**src/rtl/vctg_pkg.sv**
```systemverilog
`default_nettype none

package vctg_pkg;

    // Configuration register indexes
    localparam int CFG_INDEX_BITS = 3;
    localparam logic [CFG_INDEX_BITS-1:0] CFG_ON_THRESHOLD = 3'd0;
    localparam logic [CFG_INDEX_BITS-1:0] CFG_FREQ_OFFSET  = 3'd1;
    localparam logic [CFG_INDEX_BITS-1:0] CFG_FREQ_SPAN    = 3'd2;
    localparam logic [CFG_INDEX_BITS-1:0] CFG_SAMPLE_SPAN  = 3'd3;
    localparam logic [CFG_INDEX_BITS-1:0] CFG_TICK_RATE    = 3'd4;
    localparam logic [CFG_INDEX_BITS-1:0] CFG_IDLE_HALF    = 3'd5;
    localparam int CFG_DATA_BITS = 16;

    // Register defaults
    localparam logic [9:0]  RST_ON_THRESHOLD = 10'd172;
    localparam logic [9:0]  RST_FREQ_OFFSET  = 10'd50;
    localparam logic [9:0]  RST_FREQ_SPAN    = 10'd575;
    localparam logic [9:0]  RST_SAMPLE_SPAN  = 10'd851;
    localparam logic [15:0] RST_TICK_RATE    = 16'd10000;
    localparam logic [15:0] RST_IDLE_HALF    = 16'd500;

    // Datapath limits and pin patterns
    localparam logic [9:0]  FREQ_MAX   = 10'd1023;
    localparam logic [15:0] HALF_MAX   = 16'hFFFF;
    localparam logic [1:0]  PINS_RESET = 2'b01;
    localparam logic [1:0]  PINS_FLIP  = 2'b11;

    // Divider denominator width: twice a 10-bit frequency
    localparam int DEN_BITS = 11;

    // Request opcodes after classification
    localparam logic OP_TICK   = 1'b0;
    localparam logic OP_SAMPLE = 1'b1;

    typedef struct packed {
        logic [9:0]  on_threshold;
        logic [9:0]  freq_offset;
        logic [9:0]  freq_span;
        logic [9:0]  sample_span;
        logic [15:0] tick_rate;
        logic [15:0] idle_half_period;
    } cfg_t;

    typedef struct packed {
        logic valid;
        logic op;
    } queue_head_t;

    typedef struct packed {
        logic busy;
        logic done;
    } div_status_t;

    function automatic logic [15:0] at_least_one(input logic [15:0] v);
        return (v == 16'd0) ? 16'd1 : v;
    endfunction

endpackage

`default_nettype wire

```
**src/rtl/vctg_if.sv**
```systemverilog
`default_nettype none

// Input request channel
interface vctg_item_if #(parameter int SAMPLE_BITS = 10) ();
    logic                   valid;
    logic                   ready;
    logic                   cmd;
    logic [SAMPLE_BITS-1:0] sample;

    modport source (output valid, output cmd, output sample, input ready);
    modport sink   (input valid, input cmd, input sample, output ready);
endinterface

// Result channel
interface vctg_result_if ();
    logic        valid;
    logic        ready;
    logic [1:0]  pins;
    logic        enabled;
    logic [15:0] half_period;
    logic [9:0]  frequency;

    modport source (output valid, output pins, output enabled, output half_period,
                    output frequency, input ready);
    modport sink   (input valid, input pins, input enabled, input half_period,
                    input frequency, output ready);
endinterface

// Register write channel
interface vctg_cfg_if ();
    logic                                valid;
    logic                                ready;
    logic [vctg_pkg::CFG_INDEX_BITS-1:0] index;
    logic [vctg_pkg::CFG_DATA_BITS-1:0]  data;

    modport source (output valid, output index, output data, input ready);
    modport sink   (input valid, input index, input data, output ready);
endinterface

`default_nettype wire

```
**src/rtl/vctg_front.sv**
```systemverilog
`default_nettype none

module vctg_front #(
    parameter int SAMPLE_BITS = 10
) (
    input  wire logic                     clk,
    input  wire logic                     rst_n,
    vctg_item_if.sink                     item,
    input  wire logic                     pop,
    output vctg_pkg::queue_head_t         head,
    output logic [SAMPLE_BITS-1:0]        head_sample
);

    logic                   op_reg     [2];
    logic [SAMPLE_BITS-1:0] sample_reg [2];
    logic                   wr_ptr_reg, wr_ptr_next;
    logic                   rd_ptr_reg, rd_ptr_next;
    logic [1:0]             fill_reg, fill_next;
    logic                   push;
    logic                   op_in;

    // Two-entry queue; accept while not full
    assign item.ready = (fill_reg != 2'd2);
    assign push       = item.valid && item.ready;

    // Classify the request
    assign op_in = item.cmd ? vctg_pkg::OP_SAMPLE : vctg_pkg::OP_TICK;

    assign head.valid  = (fill_reg != 2'd0);
    assign head.op     = op_reg[rd_ptr_reg];
    assign head_sample = sample_reg[rd_ptr_reg];

    always_comb
    begin
        wr_ptr_next = push ? ~wr_ptr_reg : wr_ptr_reg;
        rd_ptr_next = pop ? ~rd_ptr_reg : rd_ptr_reg;
        unique case ({push, pop})
            2'b10:   fill_next = fill_reg + 2'd1;
            2'b01:   fill_next = fill_reg - 2'd1;
            default: fill_next = fill_reg;
        endcase
    end

    always_ff @(posedge clk or negedge rst_n)
    begin
        if (!rst_n)
        begin
            wr_ptr_reg <= 1'b0;
            rd_ptr_reg <= 1'b0;
            fill_reg   <= 2'd0;
        end
        else
        begin
            wr_ptr_reg <= wr_ptr_next;
            rd_ptr_reg <= rd_ptr_next;
            fill_reg   <= fill_next;
        end
    end

    // Queue storage
    always_ff @(posedge clk)
    begin
        if (push)
        begin
            op_reg[wr_ptr_reg]     <= op_in;
            sample_reg[wr_ptr_reg] <= item.sample;
        end
    end

endmodule

`default_nettype wire

```
**src/rtl/vctg_div.sv**
```systemverilog
`default_nettype none

// Restoring divider, one quotient bit per cycle
module vctg_div #(
    parameter int NUM_BITS = 20
) (
    input  wire logic                          clk,
    input  wire logic                          rst_n,
    input  wire logic                          start,
    input  wire logic [NUM_BITS-1:0]           num,
    input  wire logic [vctg_pkg::DEN_BITS-1:0] den,
    output logic [NUM_BITS-1:0]                quot,
    output vctg_pkg::div_status_t              status
);

    localparam int CNT_BITS = $clog2(NUM_BITS + 1);
    localparam int DB       = vctg_pkg::DEN_BITS;

    logic [NUM_BITS-1:0] acc_reg, acc_next;
    logic [DB-1:0]       rem_reg, rem_next;
    logic [DB-1:0]       den_reg;
    logic [CNT_BITS-1:0] cnt_reg, cnt_next;
    logic                busy_reg, busy_next;
    logic                done_reg, done_next;
    logic [DB:0]         partial;
    logic [DB:0]         diff;
    logic                fits;

    // One shift-subtract step
    assign partial = {rem_reg, acc_reg[NUM_BITS-1]};
    assign fits    = (partial >= {1'b0, den_reg});
    assign diff    = partial - {1'b0, den_reg};

    always_comb
    begin
        rem_next = fits ? diff[DB-1:0] : partial[DB-1:0];
        acc_next = {acc_reg[NUM_BITS-2:0], fits};
    end

    // Step control
    always_comb
    begin
        busy_next = busy_reg;
        cnt_next  = cnt_reg;
        done_next = 1'b0;
        if (start)
        begin
            busy_next = 1'b1;
            cnt_next  = CNT_BITS'(NUM_BITS);
        end
        else if (busy_reg)
        begin
            cnt_next = cnt_reg - 1'b1;
            if (cnt_reg == CNT_BITS'(1))
            begin
                busy_next = 1'b0;
                done_next = 1'b1;
            end
        end
    end

    always_ff @(posedge clk or negedge rst_n)
    begin
        if (!rst_n)
        begin
            busy_reg <= 1'b0;
            done_reg <= 1'b0;
            cnt_reg  <= '0;
        end
        else
        begin
            busy_reg <= busy_next;
            done_reg <= done_next;
            cnt_reg  <= cnt_next;
        end
    end

    always_ff @(posedge clk)
    begin
        if (start)
        begin
            acc_reg <= num;
            rem_reg <= '0;
            den_reg <= den;
        end
        else if (busy_reg)
        begin
            acc_reg <= acc_next;
            rem_reg <= rem_next;
        end
    end

    assign quot        = acc_reg;
    assign status.busy = busy_reg;
    assign status.done = done_reg;

endmodule

`default_nettype wire

```
**src/rtl/vctg_back.sv**
```systemverilog
`default_nettype none

module vctg_back #(
    parameter int SAMPLE_BITS = 10,
    parameter int COUNT_BITS  = 32
) (
    input  wire logic                     clk,
    input  wire logic                     rst_n,
    input  wire vctg_pkg::cfg_t           cfg,
    input  wire vctg_pkg::queue_head_t    head,
    input  wire logic [SAMPLE_BITS-1:0]   head_sample,
    output logic                          pop,
    vctg_result_if.source                 result
);

    localparam int PROD_BITS = SAMPLE_BITS + 10;
    localparam int NUM_BITS  = (PROD_BITS > 16) ? PROD_BITS : 16;
    localparam int CMP_BITS  = (SAMPLE_BITS > 10) ? SAMPLE_BITS : 10;
    localparam int DB        = vctg_pkg::DEN_BITS;

    localparam logic [2:0] ST_IDLE  = 3'd0;
    localparam logic [2:0] ST_MUL   = 3'd1;
    localparam logic [2:0] ST_DIV1  = 3'd2;
    localparam logic [2:0] ST_FSET  = 3'd3;
    localparam logic [2:0] ST_DIV2  = 3'd4;
    localparam logic [2:0] ST_WRITE = 3'd5;

    logic [2:0]             state_reg, state_next;
    logic [COUNT_BITS-1:0]  tick_count_reg, tick_count_next;
    logic [COUNT_BITS-1:0]  next_toggle_reg, next_toggle_next;
    logic                   speaker_on_reg, speaker_on_next;
    logic [15:0]            half_ticks_reg, half_ticks_next;
    logic [1:0]             pin_levels_reg, pin_levels_next;
    logic [9:0]             tone_freq_reg, tone_freq_next;
    logic [SAMPLE_BITS-1:0] diff_reg, diff_next;

    logic                   out_valid_reg, out_valid_next;
    logic [1:0]             out_pins_reg;
    logic                   out_enabled_reg;
    logic [15:0]            out_half_reg;
    logic [9:0]             out_freq_reg;
    logic                   out_load;
    logic                   slot_free;

    logic [CMP_BITS-1:0]    sample_ext;
    logic [CMP_BITS-1:0]    thr_ext;
    logic [CMP_BITS-1:0]    diff_full;
    logic                   at_or_above;
    logic [COUNT_BITS-1:0]  tick_inc;
    logic                   toggle;
    logic [PROD_BITS-1:0]   product;
    logic [DB-1:0]          span_den;
    logic [NUM_BITS:0]      freq_sum;
    logic [9:0]             freq_sat;

    logic                   div_start;
    logic [NUM_BITS-1:0]    div_num;
    logic [DB-1:0]          div_den;
    logic [NUM_BITS-1:0]    div_quot;
    vctg_pkg::div_status_t  div_stat;

    vctg_div #(
        .NUM_BITS (NUM_BITS)
    ) u_div (
        .clk    (clk),
        .rst_n  (rst_n),
        .start  (div_start),
        .num    (div_num),
        .den    (div_den),
        .quot   (div_quot),
        .status (div_stat)
    );

    // Output slot can take a new result
    assign slot_free = !out_valid_reg || result.ready;

    // Threshold compare
    assign sample_ext  = CMP_BITS'(head_sample);
    assign thr_ext     = CMP_BITS'(cfg.on_threshold);
    assign at_or_above = (sample_ext >= thr_ext);
    assign diff_full   = sample_ext - thr_ext;

    // Tick path
    assign tick_inc = tick_count_reg + COUNT_BITS'(1);
    assign toggle   = speaker_on_reg && (tick_inc >= next_toggle_reg);

    // Linear map: span * (sample - threshold), divided by the sample span
    assign product  = PROD_BITS'(cfg.freq_span) * PROD_BITS'(diff_reg);
    assign span_den = (cfg.sample_span == 10'd0) ? DB'(1) : DB'(cfg.sample_span);
    assign freq_sum = (NUM_BITS+1)'(div_quot) + (NUM_BITS+1)'(cfg.freq_offset);
    assign freq_sat = (freq_sum > (NUM_BITS+1)'(vctg_pkg::FREQ_MAX)) ?
                      vctg_pkg::FREQ_MAX : freq_sum[9:0];

    // Sequencer
    always_comb
    begin
        state_next       = state_reg;
        tick_count_next  = tick_count_reg;
        next_toggle_next = next_toggle_reg;
        speaker_on_next  = speaker_on_reg;
        half_ticks_next  = half_ticks_reg;
        pin_levels_next  = pin_levels_reg;
        tone_freq_next   = tone_freq_reg;
        diff_next        = diff_reg;
        pop              = 1'b0;
        out_load         = 1'b0;
        div_start        = 1'b0;
        div_num          = NUM_BITS'(product);
        div_den          = span_den;

        unique case (state_reg)
            ST_IDLE:
            begin
                if (head.valid && slot_free)
                begin
                    pop = 1'b1;
                    if (head.op == vctg_pkg::OP_TICK)
                    begin
                        tick_count_next = tick_inc;
                        if (toggle)
                        begin
                            pin_levels_next  = pin_levels_reg ^ vctg_pkg::PINS_FLIP;
                            next_toggle_next = next_toggle_reg
                                               + COUNT_BITS'(half_ticks_reg);
                        end
                        out_load = 1'b1;
                    end
                    else if (at_or_above)
                    begin
                        diff_next  = diff_full[SAMPLE_BITS-1:0];
                        state_next = ST_MUL;
                    end
                    else
                    begin
                        speaker_on_next = 1'b0;
                        tone_freq_next  = 10'd0;
                        half_ticks_next = vctg_pkg::at_least_one(cfg.idle_half_period);
                        out_load        = 1'b1;
                    end
                end
            end
            ST_MUL:
            begin
                // divider captures the product
                div_start  = 1'b1;
                state_next = ST_DIV1;
            end
            ST_DIV1:
            begin
                if (div_stat.done)
                begin
                    speaker_on_next = 1'b1;
                    tone_freq_next  = freq_sat;
                    state_next      = ST_FSET;
                end
            end
            ST_FSET:
            begin
                if (tone_freq_reg == 10'd0)
                begin
                    half_ticks_next = vctg_pkg::HALF_MAX;
                    state_next      = ST_WRITE;
                end
                else
                begin
                    div_start  = 1'b1;
                    div_num    = NUM_BITS'(cfg.tick_rate);
                    div_den    = {tone_freq_reg, 1'b0};
                    state_next = ST_DIV2;
                end
            end
            ST_DIV2:
            begin
                if (div_stat.done)
                begin
                    half_ticks_next = vctg_pkg::at_least_one(div_quot[15:0]);
                    state_next      = ST_WRITE;
                end
            end
            ST_WRITE:
            begin
                if (slot_free)
                begin
                    out_load   = 1'b1;
                    state_next = ST_IDLE;
                end
            end
            default:
            begin
                state_next = ST_IDLE;
            end
        endcase
    end

    // Output register valid
    always_comb
    begin
        if (out_load)
        begin
            out_valid_next = 1'b1;
        end
        else if (result.ready)
        begin
            out_valid_next = 1'b0;
        end
        else
        begin
            out_valid_next = out_valid_reg;
        end
    end

    always_ff @(posedge clk or negedge rst_n)
    begin
        if (!rst_n)
        begin
            state_reg       <= ST_IDLE;
            tick_count_reg  <= '0;
            next_toggle_reg <= COUNT_BITS'(vctg_pkg::RST_IDLE_HALF);
            speaker_on_reg  <= 1'b0;
            half_ticks_reg  <= vctg_pkg::RST_IDLE_HALF;
            pin_levels_reg  <= vctg_pkg::PINS_RESET;
            tone_freq_reg   <= 10'd0;
            out_valid_reg   <= 1'b0;
        end
        else
        begin
            state_reg       <= state_next;
            tick_count_reg  <= tick_count_next;
            next_toggle_reg <= next_toggle_next;
            speaker_on_reg  <= speaker_on_next;
            half_ticks_reg  <= half_ticks_next;
            pin_levels_reg  <= pin_levels_next;
            tone_freq_reg   <= tone_freq_next;
            out_valid_reg   <= out_valid_next;
        end
    end

    // Payload registers
    always_ff @(posedge clk)
    begin
        diff_reg <= diff_next;
        if (out_load)
        begin
            out_pins_reg    <= pin_levels_next;
            out_enabled_reg <= speaker_on_next;
            out_half_reg    <= half_ticks_next;
            out_freq_reg    <= tone_freq_next;
        end
    end

    assign result.valid       = out_valid_reg;
    assign result.pins        = out_pins_reg;
    assign result.enabled     = out_enabled_reg;
    assign result.half_period = out_half_reg;
    assign result.frequency   = out_freq_reg;

    // Checks
    a_pins_opposite: assert property (@(posedge clk) disable iff (!rst_n)
        pin_levels_reg[0] != pin_levels_reg[1])
        else $error("speaker pins not complementary");

    a_freq_zero_when_off: assert property (@(posedge clk) disable iff (!rst_n)
        !speaker_on_reg |-> (tone_freq_reg == 10'd0))
        else $error("frequency nonzero while tone disabled");

    a_half_nonzero: assert property (@(posedge clk) disable iff (!rst_n)
        half_ticks_reg != 16'd0)
        else $error("half period is zero");

    a_div_in_wait: assert property (@(posedge clk) disable iff (!rst_n)
        div_stat.busy |-> (state_reg == ST_DIV1 || state_reg == ST_DIV2))
        else $error("divider busy outside a divide wait");

    a_pop_has_head: assert property (@(posedge clk) disable iff (!rst_n)
        pop |-> head.valid)
        else $error("pop from empty queue");

endmodule

`default_nettype wire

```
**src/rtl/voltage_controlled_tone_generator_core.sv**
```systemverilog
// A tick or below-threshold sample passes the queue into the registered output slot;
// an enabling sample passes ST_MUL, ST_DIV1, ST_FSET, ST_DIV2 (skipped for a zero
// frequency) and ST_WRITE. Throughput: one tick per cycle while the output slot is
// free; an enabling sample holds the back end for one or two passes through the
// single shared one-bit-per-cycle divider. A two-entry queue keeps accepting requests
// while the back end works. Async active-low reset restores config and tone state.
`default_nettype none

module voltage_controlled_tone_generator_core #(
    parameter int SAMPLE_BITS = 10,
    parameter int COUNT_BITS  = 32
) (
    input  wire logic     clk,
    input  wire logic     rst_n,
    vctg_item_if.sink     item,
    vctg_result_if.source result,
    vctg_cfg_if.sink      cfg
);

    vctg_pkg::cfg_t              cfg_reg, cfg_next;
    vctg_pkg::queue_head_t       head;
    logic [SAMPLE_BITS-1:0]      head_sample;
    logic                        pop;

    // Register file, always ready
    assign cfg.ready = 1'b1;

    always_comb
    begin
        cfg_next = cfg_reg;
        if (cfg.valid)
        begin
            unique case (cfg.index)
                vctg_pkg::CFG_ON_THRESHOLD: cfg_next.on_threshold     = cfg.data[9:0];
                vctg_pkg::CFG_FREQ_OFFSET:  cfg_next.freq_offset      = cfg.data[9:0];
                vctg_pkg::CFG_FREQ_SPAN:    cfg_next.freq_span        = cfg.data[9:0];
                vctg_pkg::CFG_SAMPLE_SPAN:  cfg_next.sample_span      = cfg.data[9:0];
                vctg_pkg::CFG_TICK_RATE:    cfg_next.tick_rate        = cfg.data;
                vctg_pkg::CFG_IDLE_HALF:    cfg_next.idle_half_period = cfg.data;
                default:                    cfg_next = cfg_reg;
            endcase
        end
    end

    always_ff @(posedge clk or negedge rst_n)
    begin
        if (!rst_n)
        begin
            cfg_reg.on_threshold     <= vctg_pkg::RST_ON_THRESHOLD;
            cfg_reg.freq_offset      <= vctg_pkg::RST_FREQ_OFFSET;
            cfg_reg.freq_span        <= vctg_pkg::RST_FREQ_SPAN;
            cfg_reg.sample_span      <= vctg_pkg::RST_SAMPLE_SPAN;
            cfg_reg.tick_rate        <= vctg_pkg::RST_TICK_RATE;
            cfg_reg.idle_half_period <= vctg_pkg::RST_IDLE_HALF;
        end
        else
        begin
            cfg_reg <= cfg_next;
        end
    end

    // Front end: accept and classify
    vctg_front #(
        .SAMPLE_BITS (SAMPLE_BITS)
    ) u_front (
        .clk         (clk),
        .rst_n       (rst_n),
        .item        (item),
        .pop         (pop),
        .head        (head),
        .head_sample (head_sample)
    );

    // Back end: execute and hold the result
    vctg_back #(
        .SAMPLE_BITS (SAMPLE_BITS),
        .COUNT_BITS  (COUNT_BITS)
    ) u_back (
        .clk         (clk),
        .rst_n       (rst_n),
        .cfg         (cfg_reg),
        .head        (head),
        .head_sample (head_sample),
        .pop         (pop),
        .result      (result)
    );

endmodule

`default_nettype wire

```
**src/flat_wrapper.sv**
```systemverilog
// flat-port wrapper written by rule: the top's interface ports become plain ports
module voltage_controlled_tone_generator_core_flat 
#(
    parameter int SAMPLE_BITS = 10,
    parameter int COUNT_BITS  = 32
)
  (clk, rst_n, item_valid, item_cmd, item_sample, item_ready, result_valid, result_pins, result_enabled, result_half_period, result_frequency, result_ready, cfg_valid, cfg_index, cfg_data, cfg_ready);
  vctg_item_if #(.SAMPLE_BITS(SAMPLE_BITS)) item_i ();
  vctg_result_if result_i ();
  vctg_cfg_if cfg_i ();
  input  wire logic clk;
  input  wire logic rst_n;
  input wire logic [$bits(item_i.valid)-1:0] item_valid;
  input wire logic [$bits(item_i.cmd)-1:0] item_cmd;
  input wire logic [$bits(item_i.sample)-1:0] item_sample;
  output wire logic [$bits(item_i.ready)-1:0] item_ready;
  output wire logic [$bits(result_i.valid)-1:0] result_valid;
  output wire logic [$bits(result_i.pins)-1:0] result_pins;
  output wire logic [$bits(result_i.enabled)-1:0] result_enabled;
  output wire logic [$bits(result_i.half_period)-1:0] result_half_period;
  output wire logic [$bits(result_i.frequency)-1:0] result_frequency;
  input wire logic [$bits(result_i.ready)-1:0] result_ready;
  input wire logic [$bits(cfg_i.valid)-1:0] cfg_valid;
  input wire logic [$bits(cfg_i.index)-1:0] cfg_index;
  input wire logic [$bits(cfg_i.data)-1:0] cfg_data;
  output wire logic [$bits(cfg_i.ready)-1:0] cfg_ready;
  assign item_i.valid = item_valid;
  assign item_i.cmd = item_cmd;
  assign item_i.sample = item_sample;
  assign item_ready = item_i.ready;
  assign result_valid = result_i.valid;
  assign result_pins = result_i.pins;
  assign result_enabled = result_i.enabled;
  assign result_half_period = result_i.half_period;
  assign result_frequency = result_i.frequency;
  assign result_i.ready = result_ready;
  assign cfg_i.valid = cfg_valid;
  assign cfg_i.index = cfg_index;
  assign cfg_i.data = cfg_data;
  assign cfg_ready = cfg_i.ready;
  voltage_controlled_tone_generator_core #(.SAMPLE_BITS(SAMPLE_BITS), .COUNT_BITS(COUNT_BITS)) u_core (.clk(clk), .rst_n(rst_n), .item(item_i), .result(result_i), .cfg(cfg_i));
endmodule
```
**config.mk**
```make
export PLATFORM = sky130hd
export DESIGN_NAME = voltage_controlled_tone_generator_core_flat
export DESIGN_NICKNAME = d
export VERILOG_FILES = /design/src/rtl/vctg_pkg.sv /design/src/rtl/vctg_if.sv /design/src/rtl/vctg_front.sv /design/src/rtl/vctg_div.sv /design/src/rtl/vctg_back.sv /design/src/rtl/voltage_controlled_tone_generator_core.sv /design/src/flat_wrapper.sv
export SDC_FILE = /design/constraint.sdc
export NUM_CORES = 1
export LEC_CHECK = 0
export BUFFER_PORTS_ARGS = -buffer_cell sky130_fd_sc_hd__buf_2
export CAP_MARGIN = 20
export CORE_MARGIN = 2
export CORE_UTILIZATION = 56
export DETAILED_ROUTE_END_ITERATION = 12
export PLACE_DENSITY = 0.75
export SYNTH_ARGS = -nofsm -noshare
export SYNTH_HDL_FRONTEND = slang
export SYNTH_SLANG_ARGS = --single-unit
```
**constraint.sdc**
```tcl
create_clock -name clk -period 15.42 [get_ports clk]
set_input_delay 2.313 -clock clk [delete_from_list [all_inputs] [get_ports clk]]
set_output_delay 2.313 -clock clk [all_outputs]
set_load 0.005 [all_outputs]
```
* Word level (Yosys, flattened, before mapping)
Memory sizes are Yosys's and may differ from the RTL's. Index checks and enable logic that the tools add are counted.
Storage, ports and cells: bits in registers 261, bits in latches 0, memory bits (writable) 22, memory bits (read-only) 0, bits of input ports 35, logic and storage cells 154, memories kept 2
Cells by class: add/subtract/negate cells 8, $mul 1, div/mod/pow operators 0, magnitude comparators 4, eq/ne operators 20, shifts and indexed selects 0, mux-type cells 62, bitwise logic cells 4, reduce and logical (&&, ||, !) cells 25
Memories:
- u_core.u_front.sample_reg | depth 2, width 10, read ports 1, clocked after memory_dff 0, wr ports 1, RTL line vctg_front.sv:15 | logic [SAMPLE_BITS-1:0] sample_reg [2];
- u_core.u_front.op_reg | depth 2, width 1, read ports 1, clocked after memory_dff 0, wr ports 1, RTL line vctg_front.sv:14 | logic op_reg [2];
Operators by type and width (number):
- $mux 16 | 7
- $mux 20 | 4
- $mux 10 | 6
- $pmux 16 s3 | 1
- $mux 11 | 3
- $add 32x1->32 const B | 1
- $add 32x16->32 | 1
- $ge 32x32->1 | 1
- $logic_not 16->1 | 2
- $mux 1 | 23
- $add 20x10->21 | 1
- $gt 21x10->1 const B | 1
- $logic_not 10->1 | 2
- $mul 10x10->20 | 1
- $pmux 10 s2 | 1
- $mux 3 | 6
- $pmux 3 s6 | 1
- $eq 3x2->1 const B | 4
- $eq 3x3->1 const B | 4
- $ge 12x11->1 | 1
- $reduce_and 2->1 | 6
- $sub 11x11->11 | 1
- $ge 10x10->1 | 1
- $mux 5 | 2
- 23 further kinds | 43

* Longest topological paths before layout
word-level depth 7, depth in mapped cells 21, mapped depth without buffers 20

* By module
From an unflattened synthesis, not the netlist that was laid out.
Second synthesis, totals: cells, all modules 1853, area, all modules 19134.6 um^2
Modules (own cells, without submodules):
- vctg_back | times used 1, cells an instance 1420, area each 12683.4 um^2, seq. area each 3614.7 um^2
- voltage_controlled_tone_generator_core | times used 1, cells an instance 159, area each 2829.0 um^2, seq. area each 1840.5 um^2
- vctg_div | times used 1, cells an instance 224, area each 2638.8 um^2, seq. area each 1326.3 um^2
- vctg_front | times used 1, cells an instance 50, area each 983.4 um^2, seq. area each 760.7 um^2

* Least setup slack after synthesis
No wires, ideal clock.
path kind reg-to-reg, start point register u_core.cfg_reg[47] (netlist bit), end point register u_core.u_back.u_div.acc_reg[17] (netlist: u_core.u_back.u_div.quot[17]) (data pin), library setup time 0.257 ns, data arrival time 5.349 ns, required time 15.163 ns, slack 9.814 ns, stages on the path, launching flop included 22, buffers on the path 1, period minus slack after synthesis 5.606 ns, cell sequence dfstp_2 -> clkbuf_1 -> nand2_1 -> fa_1 -> inv_1 -> fa_1 -> inv_1 -> fa_1 -> inv_1 -> fa_1 -> inv_1 -> fa_1 -> inv_1 -> ha_1 -> a21o_1 -> a21oi_1 -> nand2_1 -> o211ai_1 -> a21oi_1 -> o21a_1 -> or3_1 -> a32o_1
On the way: word-level cells in the longest chain between the ends 4
RTL lines:
- from (decl) | RTL line voltage_controlled_tone_generator_core.sv:20 | vctg_pkg::cfg_t cfg_reg, cfg_next;
- from (signal assigned) | RTL line voltage_controlled_tone_generator_core.sv:58 | cfg_reg <= cfg_next;
- $mul 10x10->20 (*) | RTL line vctg_back.sv:88 | assign product = PROD_BITS'(cfg.freq_span) * PROD_BITS'(diff_reg);
- $mux 20 | RTL line vctg_back.sv:159 | if (tone_freq_reg == 10'd0)
- $mux 20 (*) | RTL line vctg_back.sv:111 | unique case (state_reg)
- $mux 20 (*) | RTL line vctg_div.sv:80 | if (start)
- to (signal assigned) | RTL line vctg_div.sv:82 | acc_reg <= num;
- to (signal assigned) | RTL line vctg_div.sv:88 | acc_reg <= acc_next;
- to (decl) | RTL line vctg_div.sv:19 | logic [NUM_BITS-1:0] acc_reg, acc_next;
Every way passes the cells marked *; elsewhere a longest branch is shown, timed or not. A chain may end at the register's enable or synchronous reset.

* Worst setup path after layout
Same ends and word-level chain as after synthesis.

==> results.ini <==
[status]
run_status = completed

[detailed_routing]
dr.max_layer_used = met5
drt-pass1-iter-count = 5
ant_nets = 0
drt_wl_total_mm = 43.9
met2_length_mm = 20.5
routed-via-count = 13562
metal_1_wl_mm = 19.3
detail_route.wl_per_cell_um = 18.9
post_drt_via_cell_ratio = 5.84
wl_met3_mm = 2.85
drt_first_iter_violations = 987
post-route-drc-count = 0

[die]
fp.coreArea_sq_um = 32500
placement_rows = 66
die_w_um = 186
die_height_um = 186
fp.dieArea_sq_um = 34500
initial_standard_cell_utilization_of_the_core = 0.568
io_pins = 67

[final_layout]
multiInputGateArea_sq_um = 10100
ff_latch_area_sq_um = 7540
finalNetCount = 2095
num-fill-cells = 2691
area_growth_pct = 9.46
share_of_post_route_cells_with_drive_strength_above_1 = 0.151
largest_register_ffs = 72

[synth]
yosys_warnings = 0
synth_instances = 1806
synth_compound_area_frac = 0.117
synthesis.area_per_instance_sq_um = 10.2
synth-main-ff-cell = dfrtp_1
mappedNetlistNets = 2045
synth_top_family_by_area = adder cells
post_synth_top_area_cell = dfrtp_1
post_synthesis_xor_xnor_area_fraction = 0.0597
synth-edff-count = 92
post_synth_and_or_nand_nor_area_fraction = 0.148
yosys_register_bits = 283
synth_largest_type_area_fraction = 0.184
async_s_r_ff_share_synth = 0.636
mux_cell_area_share_after_synthesis = 0.0580
synth_area_leaders = dfrtp_1 18%, edfxtp_1 15%, ha_1 9.3%, fa_1 7.1%, dfstp_2 6.3%
yosys.area_share.adder = 0.165
ys_seq_area_frac = 0.408
post_synth_num_cell_types = 87
mapped_cell_area_sq_um = 18500

[clocking]
ctsLongestPathBuffers = 3
tritoncts_clock_tree = yes
ctsHoldBuffers = 0
clk-insertion-delay-late_ps = 560
cts_buffers = 30
cts.reportedPaths.clkPinSlew_ps = 60
cts-htree-levels = 1
postCtsSetupBuffers = 0
clock_tree.root_cell = clkbuf_16
clkSinkCount = 283
cts-resized-gates = 0

[timing]
setup_viol = 0
finalCritPeriodShare = 0.374
finalClockSkew_ps = 7.36
report.final.hold_viol_count = 0
slew_viol_final = 0
relSlewSlack = 0.307
period_minus_slack_ps = 5770
timing_worst_slew_pin_value_ps = 1040
fmaxAchievable_mhz = 173
unrepaired_setup_endpoints_after_global_routing = no
final.setup.tns_ps = 0

[placed_design]
place.gp.congestion = 0.952
dp.final_hpwl_mm = 32.8
port_buffers = 65

[global_routing]
grt_start_max_net_pins = 79
global_route_usage_sum = 0.260
grt_pass1_vias = 13467
grt_first_pass_wirelength_mm = 70.5
antenna_found_initial = 4
grt_remaining_overflow = 0

[power]
worst_ir_drop_vdd_uv = 126
powerDensity_nw_per_um2 = 141
power.leakage_nw = 9.17
power_after_layout_mw = 2.84

[setup_path]
crit_arrival_ps = 6080
critPathLaunchType = flop
crit_path_end_kind = flop
launch_point_of_the_critical_path = u_core.cfg_reg[47]
critical_path.reg2reg.startpoint = u_core.cfg_reg[47]
worstPathMaxFanout = 11
timing.critical_path.required_ps = 15730
crit_type = reg -> reg

[worst_hold_path]
min_path_type = reg -> reg
hold_start = u_core.u_back.pin_levels_reg[1]

[run]
max_cap_violations = 0

worst paths after layout:
path                       cells after the start                               end  slack (ps)
max                                           20      u_core.u_back.u_div.quot[17]        9650
min                                            1   u_core.u_back.pin_levels_reg[1]         460
max reg2reg                                   20      u_core.u_back.u_div.quot[17]        9650
min reg2reg                                    1   u_core.u_back.pin_levels_reg[1]         460
max in group asynchronous                      2                u_core.cfg_reg[19]       12540
min in group asynchronous                      1  u_core.u_back.tick_count_reg[20]        1610
metrics by stage:
step	instance area (sq um)	instances	worst slack (ps)	hold slack, ps	utilization
global route	20200	2324	9370	489	0.622
finish	20200	2324	9650	460	0.622
floorplan	18500	1806	9810	432	-
global placement	19200	2265	9720	448	0.591
detailed placement	19200	2265	9660	450	0.591
CTS	20200	2321	9640	466	0.621
cell families after synthesis:
| kind of cell | Yosys count |
|---|---|
| flops | 283 |
| compound gates | 343 |
| other cells | 1 |
| buf+inv | 210 |
| simple gates | 542 |
| mux | 97 |
| fa+ha+maj | 204 |
| xor+xnor | 126 |
worst max-delay path, cell delays in order, from the launching register on:
cell and delay, ps:
dfstp_2 620, nand2_1 100, fa_1 540, inv_1 50, fa_1 500, inv_1 50, fa_1 480, inv_1 60
fa_1 530, inv_1 50, fa_1 530, inv_1 40, ha_1 370, a21o_1 210, a21oi_1 180, nand2_1 70
o211ai_1 260, a21oi_1 150, o21a_1 200, or3_1 300, a32o_1 240
where the power goes:
group / switching (mW) / total [mW] / leakage, nW / internal, mW
clock network: 0.301 / 0.719 / 0.464 / 0.418
registers: 0.0476 / 0.903 / 3.00 / 0.856
logic: 0.697 / 1.22 / 5.71 / 0.524
total: 1.05 / 2.84 / 9.17 / 1.80
area by class of cell:
type                    instances  area share
diodes                          2    0.000247
clock buffers                  39      0.0398
clock inverters                17     0.00835
inverters                     147      0.0273
multi-input cells            1313       0.501
flip-flops and latches        283       0.373
well taps                     442      0.0273
repair buffers                 81      0.0233
cells in the mapped netlist, drive strengths merged, types with 4 or more instances:
master / number
mux2i: 16
dfstp: 44
nand2: 180
a22oi: 14
or3: 5
nor3b: 6
nor2b: 11
and2: 74
edfxtp: 92
ha: 138
nand4: 26
o21ai: 111
o22ai: 4
xnor2: 86
a31oi: 6
dfxtp: 11
o21a: 10
o31a: 4
nor2: 103
o31ai: 4
a21o: 19
a211oi: 17
or2: 7
clkbuf: 43
nand2b: 14
and3: 26
nand3: 30
mux2: 81
o211ai: 7
a211o: 9
a221oi: 14
fa: 66
a21oi: 92
nand3b: 4
dfrtp: 136
or4: 4
xor2: 40
nor3: 30
buf: 20
inv: 147
nor4: 15
a21boi: 6
cells in the final DEF, fill, tap and decap left out, types with 13 or more instances in the layout:
master	count
nor2_1	102
a21oi_1	92
dfstp_2	44
ha_1	138
o21ai_0	106
nand2b_1	14
buf_2	64
edfxtp_1	92
mux2i_1	16
a221oi_1	14
fa_1	66
a21o_1	19
and3_1	21
inv_1	146
a22oi_1	14
xnor2_1	86
clkbuf_16	31
nor3_1	26
and2_1	73
nor4_1	13
a211oi_1	17
nand3_1	28
buf_4	15
mux2_2	81
xor2_1	40
nand2_1	179
dfrtp_1	136
nand4_1	26
routing by layer:
| layer | up-vias | GRT usage |
|---|---|---|
| li1 | 6415 | - |
| met1 | 6620 | 0.358 |
| met2 | 430 | 0.423 |
| met3 | 93 | 0.0450 |
| met4 | 4 | 0.0765 |
| met5 | - | 0 |
No activity file was read; power rests on OpenSTA's default activity.
